`src/hw/rtl/lsbe_pkg.sv`:
```
// Package: shared constants and types for the LSB text embedder.
`timescale 1ns / 1ps
`default_nettype none

package lsbe_pkg;

   // Capacity of the message store in bytes (1 .. 4096)
   localparam int MaxMessageBytes = 256;

   localparam int LenWidth    = $clog2(MaxMessageBytes + 1);
   localparam int AddrWidth   = (MaxMessageBytes > 1) ? $clog2(MaxMessageBytes) : 1;
   // bit position runs up to (length + 1) * 8 inclusive
   localparam int BitPosWidth = $clog2((MaxMessageBytes + 1) * 8 + 1);
   localparam int IdxWidth    = BitPosWidth - 3;

   localparam logic OP_LOAD  = 1'b0;
   localparam logic OP_PIXEL = 1'b1;

   localparam logic [7:0] ALPHA_OPAQUE = 8'hFF;
   localparam logic [7:0] LSB_CLEAR    = 8'hFE;
   localparam logic [7:0] TERMINATOR   = 8'h00;

   // Per-pixel embedding plan, worked out when the pixel is accepted
   typedef struct packed {
      logic [1:0] bit_count;   // message bits going into this pixel
      logic [2:0] bit_offset;  // first bit within the current byte, 0 = MSB
      logic       byte0_valid; // current byte lies below the message length
      logic       byte1_valid; // following byte lies below the message length
      logic       done;        // message and terminator used up after this pixel
      logic       overflow;    // bytes were dropped
   } plan_type;

endpackage

`default_nettype wire

```
`src/hw/rtl/lsbe_msg_ctrl.sv`:
```
// Message store, length / bit position state and per-pixel plan register.
`timescale 1ns / 1ps
`default_nettype none

module lsbe_msg_ctrl (
   input  wire logic                 clock,
   input  wire logic                 reset,
   input  wire logic                 load_acc,
   input  wire logic                 pixel_acc,
   input  wire logic [7:0]           message_byte,
   input  wire logic                 message_first,
   output      lsbe_pkg::plan_type   plan,
   output      logic [7:0]           byte0,
   output      logic [7:0]           byte1
);

   localparam int LW = lsbe_pkg::LenWidth;
   localparam int AW = lsbe_pkg::AddrWidth;
   localparam int BW = lsbe_pkg::BitPosWidth;
   localparam int IW = lsbe_pkg::IdxWidth;
   localparam int Max = lsbe_pkg::MaxMessageBytes;

   logic [7:0] store_mem [Max];

   logic [LW-1:0] len_ff, len_in;
   logic [BW-1:0] bit_pos_ff, bit_pos_in;
   logic          ovf_ff, ovf_in;
   lsbe_pkg::plan_type plan_ff, plan_in;
   logic [7:0] rd0_ff, rd1_ff;

   logic [LW-1:0] len_eff;
   logic          full;
   logic [BW-1:0] total, remaining;
   logic [1:0]    count;
   logic [IW-1:0] idx, idx_next;
   logic [AW-1:0] rd0_addr, rd1_addr, wr_addr;

   always_comb begin
      len_eff   = message_first ? '0 : len_ff;
      full      = (len_eff == LW'(Max));
      wr_addr   = len_eff[AW-1:0];

      total     = (BW'(len_ff) << 3) + BW'(8);
      remaining = total - bit_pos_ff;
      count     = (remaining >= BW'(3)) ? 2'd3 : remaining[1:0];
      idx       = bit_pos_ff[BW-1:3];
      idx_next  = idx + IW'(1);
      rd0_addr  = idx[AW-1:0];
      rd1_addr  = idx_next[AW-1:0];

      plan_in.bit_count   = count;
      plan_in.bit_offset  = bit_pos_ff[2:0];
      plan_in.byte0_valid = (BW'(idx) < BW'(len_ff));
      plan_in.byte1_valid = (BW'(idx_next) < BW'(len_ff));
      plan_in.done        = (remaining <= BW'(3));
      plan_in.overflow    = ovf_ff;

      len_in     = len_ff;
      bit_pos_in = bit_pos_ff;
      ovf_in     = ovf_ff;
      if (load_acc) begin
         len_in     = full ? len_eff : len_eff + LW'(1);
         bit_pos_in = message_first ? '0 : bit_pos_ff;
         ovf_in     = (message_first ? 1'b0 : ovf_ff) | full;
      end else if (pixel_acc) begin
         bit_pos_in = bit_pos_ff + BW'(count);
      end
   end

   always_ff @(posedge clock) begin
      if (reset) begin
         len_ff     <= '0;
         bit_pos_ff <= '0;
         ovf_ff     <= 1'b0;
      end else begin
         len_ff     <= len_in;
         bit_pos_ff <= bit_pos_in;
         ovf_ff     <= ovf_in;
      end
   end

   always_ff @(posedge clock) begin
      if (load_acc && !full) begin
         store_mem[wr_addr] <= message_byte;
      end
   end

   always_ff @(posedge clock) begin
      if (pixel_acc) begin
         rd0_ff  <= store_mem[rd0_addr];
         rd1_ff  <= store_mem[rd1_addr];
         plan_ff <= plan_in;
      end
   end

   assign plan  = plan_ff;
   assign byte0 = rd0_ff;
   assign byte1 = rd1_ff;

   a_pos_in_range: assert property (@(posedge clock) disable iff (reset)
      bit_pos_ff <= total)
      else $error("bit position beyond message end");

   a_len_in_range: assert property (@(posedge clock) disable iff (reset)
      len_ff <= LW'(Max))
      else $error("message length beyond capacity");

   a_full_pixel: assert property (@(posedge clock) disable iff (reset)
      pixel_acc && remaining > BW'(3) |=> plan_ff.bit_count == 2'd3 && !plan_ff.done)
      else $error("pixel with room left did not take three bits");

endmodule

`default_nettype wire

```
`src/hw/rtl/lsbe_embed.sv`:
```
// Combinational bit insertion into the red, green and blue LSBs.
`timescale 1ns / 1ps
`default_nettype none

module lsbe_embed (
   input  wire logic               [7:0] byte0,
   input  wire logic               [7:0] byte1,
   input  wire lsbe_pkg::plan_type       plan,
   input  wire logic               [7:0] pixel_red,
   input  wire logic               [7:0] pixel_green,
   input  wire logic               [7:0] pixel_blue,
   input  wire logic               [7:0] pixel_alpha,
   output      logic               [7:0] out_red,
   output      logic               [7:0] out_green,
   output      logic               [7:0] out_blue,
   output      logic               [7:0] out_alpha
);

   logic [15:0] word, shifted;
   logic [7:0]  chan_in  [3];
   logic [7:0]  chan_out [3];

   always_comb begin
      // bytes at or past the length read as the terminator
      word    = {plan.byte0_valid ? byte0 : lsbe_pkg::TERMINATOR,
                 plan.byte1_valid ? byte1 : lsbe_pkg::TERMINATOR};
      shifted = word << plan.bit_offset;
      chan_in[0] = pixel_red;
      chan_in[1] = pixel_green;
      chan_in[2] = pixel_blue;
      for (int k = 0; k < 3; k++) begin
         if (2'(k) < plan.bit_count) begin
            chan_out[k] = (chan_in[k] & lsbe_pkg::LSB_CLEAR) | {7'd0, shifted[15 - k]};
         end else begin
            chan_out[k] = chan_in[k];
         end
      end
      out_red   = chan_out[0];
      out_green = chan_out[1];
      out_blue  = chan_out[2];
      out_alpha = (plan.bit_count != 2'd0) ? lsbe_pkg::ALPHA_OPAQUE : pixel_alpha;
   end

endmodule

`default_nettype wire

```
`src/hw/rtl/lsb_text_embedder.sv`:
```
// Top level of the LSB text embedder: handshake, pipeline registers, result register.
//
//   channel | direction | handshake              | carries
//   --------+-----------+------------------------+-----------------------------------
//   req_    | in        | req_valid / req_ready  | op, message byte + first, RGBA pixel
//   rsp_    | out       | rsp_valid / rsp_ready  | embedded RGBA, bit count, flags
//
// One transaction per clock sustained while rsp_ready stays high; a pixel result
// is offered once it has passed the stage register (store read and pixel held)
// and then the result register.
// Load transactions give no result and complete in the cycle they are taken.
// Synchronous active-high reset clears length, bit position, overflow and valids;
// the message store itself is not cleared (only entries below the length are used).
// A stall on rsp_ready fills the stage register and then drops req_ready;
// loads are held off as well while that stage is full.
`timescale 1ns / 1ps
`default_nettype none

module lsb_text_embedder (
   input  wire logic       clock,
   input  wire logic       reset,
   input  wire logic       req_valid,
   output      logic       req_ready,
   input  wire logic       req_op,
   input  wire logic [7:0] req_message_byte,
   input  wire logic       req_message_first,
   input  wire logic [7:0] req_pixel_red,
   input  wire logic [7:0] req_pixel_green,
   input  wire logic [7:0] req_pixel_blue,
   input  wire logic [7:0] req_pixel_alpha,
   output      logic       rsp_valid,
   input  wire logic       rsp_ready,
   output      logic [7:0] rsp_out_red,
   output      logic [7:0] rsp_out_green,
   output      logic [7:0] rsp_out_blue,
   output      logic [7:0] rsp_out_alpha,
   output      logic [1:0] rsp_bits_embedded,
   output      logic       rsp_message_done,
   output      logic       rsp_overflow_seen
);

   logic req_acc, load_acc, pixel_acc;
   logic stage_valid_ff, stage_valid_in;
   logic out_valid_ff, out_valid_in;
   logic stage_move;

   // pixel held alongside the store read
   logic [7:0] pix_red_ff, pix_green_ff, pix_blue_ff, pix_alpha_ff;

   lsbe_pkg::plan_type plan;
   logic [7:0] byte0, byte1;
   logic [7:0] emb_red, emb_green, emb_blue, emb_alpha;

   logic [7:0] out_red_ff, out_green_ff, out_blue_ff, out_alpha_ff;
   logic [1:0] out_bits_ff;
   logic       out_done_ff, out_ovf_ff;

   // stage advances into the result register when that is empty or draining
   assign stage_move = stage_valid_ff && (!out_valid_ff || rsp_ready);
   assign req_ready  = !stage_valid_ff || stage_move;
   assign req_acc    = req_valid && req_ready;
   assign load_acc   = req_acc && (req_op == lsbe_pkg::OP_LOAD);
   assign pixel_acc  = req_acc && (req_op == lsbe_pkg::OP_PIXEL);

   assign stage_valid_in = pixel_acc || (stage_valid_ff && !stage_move);
   assign out_valid_in   = stage_move || (out_valid_ff && !rsp_ready);

   always_ff @(posedge clock) begin
      if (reset) begin
         stage_valid_ff <= 1'b0;
         out_valid_ff   <= 1'b0;
      end else begin
         stage_valid_ff <= stage_valid_in;
         out_valid_ff   <= out_valid_in;
      end
   end

   always_ff @(posedge clock) begin
      if (pixel_acc) begin
         pix_red_ff   <= req_pixel_red;
         pix_green_ff <= req_pixel_green;
         pix_blue_ff  <= req_pixel_blue;
         pix_alpha_ff <= req_pixel_alpha;
      end
   end

   lsbe_msg_ctrl u_msg_ctrl (
      .clock         (clock),
      .reset         (reset),
      .load_acc      (load_acc),
      .pixel_acc     (pixel_acc),
      .message_byte  (req_message_byte),
      .message_first (req_message_first),
      .plan          (plan),
      .byte0         (byte0),
      .byte1         (byte1)
   );

   lsbe_embed u_embed (
      .byte0       (byte0),
      .byte1       (byte1),
      .plan        (plan),
      .pixel_red   (pix_red_ff),
      .pixel_green (pix_green_ff),
      .pixel_blue  (pix_blue_ff),
      .pixel_alpha (pix_alpha_ff),
      .out_red     (emb_red),
      .out_green   (emb_green),
      .out_blue    (emb_blue),
      .out_alpha   (emb_alpha)
   );

   always_ff @(posedge clock) begin
      if (stage_move) begin
         out_red_ff   <= emb_red;
         out_green_ff <= emb_green;
         out_blue_ff  <= emb_blue;
         out_alpha_ff <= emb_alpha;
         out_bits_ff  <= plan.bit_count;
         out_done_ff  <= plan.done;
         out_ovf_ff   <= plan.overflow;
      end
   end

   assign rsp_valid         = out_valid_ff;
   assign rsp_out_red       = out_red_ff;
   assign rsp_out_green     = out_green_ff;
   assign rsp_out_blue      = out_blue_ff;
   assign rsp_out_alpha     = out_alpha_ff;
   assign rsp_bits_embedded = out_bits_ff;
   assign rsp_message_done  = out_done_ff;
   assign rsp_overflow_seen = out_ovf_ff;

   a_ready_when_empty: assert property (@(posedge clock) disable iff (reset)
      !stage_valid_ff |-> req_ready)
      else $error("request side stalled with empty stage");

   a_pixel_enters_stage: assert property (@(posedge clock) disable iff (reset)
      pixel_acc |=> stage_valid_ff)
      else $error("accepted pixel missing from stage");

   a_load_no_result: assert property (@(posedge clock) disable iff (reset)
      load_acc && !stage_valid_ff && !out_valid_ff |=> !stage_valid_ff && !out_valid_ff)
      else $error("load transaction produced a result");

endmodule

`default_nettype wire

```
`config.mk`:
```
export PLATFORM = sky130hd
export DESIGN_NAME = lsb_text_embedder
export DESIGN_NICKNAME = d
export VERILOG_FILES = /design/src/hw/rtl/lsbe_pkg.sv /design/src/hw/rtl/lsbe_msg_ctrl.sv /design/src/hw/rtl/lsbe_embed.sv /design/src/hw/rtl/lsb_text_embedder.sv
export SDC_FILE = /design/constraint.sdc
export NUM_CORES = 2
export LEC_CHECK = 0
export BUFFER_PORTS_ARGS = -buffer_cell sky130_fd_sc_hd__buf_2
export CAP_MARGIN = 0
export CORE_MARGIN = 3
export CORE_UTILIZATION = 55
export CTS_BUF_LIST = sky130_fd_sc_hd__clkbuf_16
export DETAILED_ROUTE_END_ITERATION = 7
export PLACE_DENSITY = 0.71
export SETUP_SLACK_MARGIN = 0.05
export SLEW_MARGIN = 0
export SYNTH_ARGS = -nofsm -noshare
export SYNTH_HDL_FRONTEND = slang
export SYNTH_HIERARCHICAL = 1
export SYNTH_SLANG_ARGS = --single-unit
export TNS_END_PERCENT = 5
```
`constraint.sdc`:
```
create_clock -name clock -period 11.86 [get_ports clock]
set_input_delay 1.779 -clock clock [delete_from_list [all_inputs] [get_ports clock]]
set_output_delay 1.779 -clock clock [all_outputs]
set_load 0.1 [all_outputs]
```
==> results.py <==
metrics = {
    "run_status": {
        "status": "completed",
    },
    "layout": {
        "nets": 4305,
        "fin_cells": 6551,
        "area_growth_pct": 9.51,
        "post-route-util_pct": 60.9,
        "drive_gt1_share_pct": 29.4,
        "final_area_um2": 98100,
    },
    "clocking": {
        "cts_hold_buffers": 0,
        "cts_tree": "built",
        "clk_pin_slew_ns": 0.06,
        "clock_latency_ns": 0.86,
        "cts_setup_buffers": 0,
        "htreeDepth": 4,
        "numCtsBuffers": 204,
        "cts-resized-gates": 0,
        "cts_root_buf": "clkbuf_16",
        "clk_path_buf_depth": 3,
        "cts.sinks": 2159,
    },
    "synthesis": {
        "synth_area_um2": 89600,
        "synthCells": 4300,
        "syn_nets": 4385,
        "syn_area_per_cell_um2": 20.8,
        "ys_warn_count": 6,
    },
    "global_route": {
        "grt_max_degree": 144,
        "grt_pass1_vias": 43700,
        "gr-total-overflow": 0,
        "grt_usage_pct": 27.7,
        "grt_antenna_before_repair": 7,
        "grt_pass1_wl_mm": 330,
    },
    "detailed_routing": {
        "drc": 0,
        "wl_mm": 230,
        "wl_per_cell_um": 35.2,
        "dr.pass1.iters": 6,
        "vias_per_cell": 6.84,
        "drt.antenna.violating_nets": 0,
        "via_count": 44800,
        "first_iter_violations": 6398,
    },
    "place": {
        "dp_slack_ns": 5.60,
        "hpwl_mm": 140,
        "io_buffers": 83,
        "place_inst": 6174,
        "dpl_cell_area_um2": 91400,
        "gp_congestion": 0.875,
    },
    "sta": {
        "hold_slack_ns": 0.418,
        "layout_min_cycle_time_ns": 5.72,
        "fmax_mhz": 175,
        "setup_viol": 0,
        "rsz0062_at_grt": "no",
        "finalCritPeriodShare_pct": 48.2,
        "finalHoldViolCount": 0,
        "fin_tns_setup_ns": 0,
        "finClkSkew_ns": 0.0366,
        "slew_viol_final": 0,
        "worst_slack_ns": 6.14,
        "worst_pin_slew_ns": 1.23,
        "max-slew-margin-rel_pct": 17.7,
    },
    "die": {
        "num_io_pins": 84,
        "coreArea_um2": 161000,
        "die_w_um": 410,
        "rows": 147,
        "fp.dieH_um": 410,
        "initial_core_util_pct": 55.6,
        "dieArea_um2": 168000,
    },
    "power": {
        "total_power_mw": 15.1,
        "power_density_nw_per_um2": 154,
        "leakage_nw": 29.8,
        "peakVddDrop_v": 0.000112,
    },
    "critical_path": {
        "crit_top_cell": "mux4_2",
        "cp_slowest_cell": "dfxtp_4",
        "crit_type": "register to register",
        "slowest_delay_ns": 0.85,
        "critPathCaptureType": "register",
        "start_kind": "register",
        "crit_chain": "buf_4 -> buf_12 -> buf_4 -> mux4_2 -> mux4_2 -> mux2i_1 -> mux4_2 -> mux2i_1",
        "cp.arrival_ns": 6.30,
        "cp_max_fo": 112,
        "cp.required_ns": 12.43,
    },
    "min_path": {
        "hold_path.class": "register to register",
    },
    "flow_run": {
        "cap_violations": 0,
    },
}
==> metal layers <==
metal  up-vias  share of wire [%]  track usage [%]  routed length (um)
met5         -              0.015                0                  34
met4         6                3.4             9.04                7790
met3       353                 12             6.52               27100
met2      3133                 47             42.1              108000
met1     23800                 38             40.5               87600
li1      17500                  -                -                   -
==> final timing paths <==
| check | from | endpoint | slack [ns] | cells after the start |
|---|---|---|---|---|
| setup reg to reg | u_msg_ctrl/bit_pos_ff[4] | u_msg_ctrl/byte0[0] | 6.14 | 8 |
| hold reg to reg | pix_green_ff[2] | rsp_out_green[2] | 0.42 | 0 |
| setup / recovery | u_msg_ctrl/bit_pos_ff[4] | u_msg_ctrl/byte0[0] | 6.14 | 8 |
| hold / removal | pix_green_ff[2] | rsp_out_green[2] | 0.42 | 0 |
==> flip-flops by register name, indices dropped and copies added (netlist names), 2 cells and up <==
signal                 flops
u_msg_ctrl/plan            9
u_msg_ctrl/len_ff          9
u_msg_ctrl/byte1           2
pix_alpha_ff               8
rsp_out_red                8
u_msg_ctrl/store_mem    2048
rsp_out_alpha              8
rsp_out_blue               8
u_msg_ctrl/bit_pos_ff     12
rsp_out_green              8
rsp_bits_embedded          2
u_msg_ctrl/byte0           8
pix_green_ff               8
pix_blue_ff                8
pix_red_ff                 8
==> power breakdown <==
group	leakage (nW)	internal, mW	switching [mW]
Sequential	19.4	8.40	0.0104
Clock	3.40	3.68	2.81
Combinational	7.05	0.0406	0.215
Total	29.8	12.1	3.03
==> final cells by class <==
type / instances / area [um^2]
sequential: 2159 / 64600
fill: 11100 / 63000
multi-input combinational: 1657 / 22900
clock buffer: 207 / 5180
tap: 2160 / 2700
clock inverter: 168 / 1510
timing repair buffer: 158 / 1110
inverter: 40 / 161
antenna: 2 / 5.00
==> critical path, delay by kind of cell (launching register included) <==
kind                   cells  cell delay (ns)
buffers and inverters      3             2.37
DFF                        1             0.85
muxes                      5             2.05
==> layout by cell type (no fill, tap or decap), types with 8 or more instances in the layout <==
cell type and count:
nand3_1 39, bufinv_16 23, inv_1 70, buf_2 75
and3_1 18, clkbuf_16 207, clkinv_1 35, clkinv_2 41
mux2i_1 82, clkinvlp_4 15, mux4_2 785, nor3_1 17
nor2b_1 8, xnor2_1 13, or3_1 8, buf_4 70
edfxtp_1 2135, ha_1 38, a31oi_1 10, a21oi_1 22
nand2_1 172, nand3_2 16, nor2_1 294, dfxtp_1 21
a311oi_1 27, o21a_1 8, clkbuf_8 8
Power figures use the tool's default switching activity.
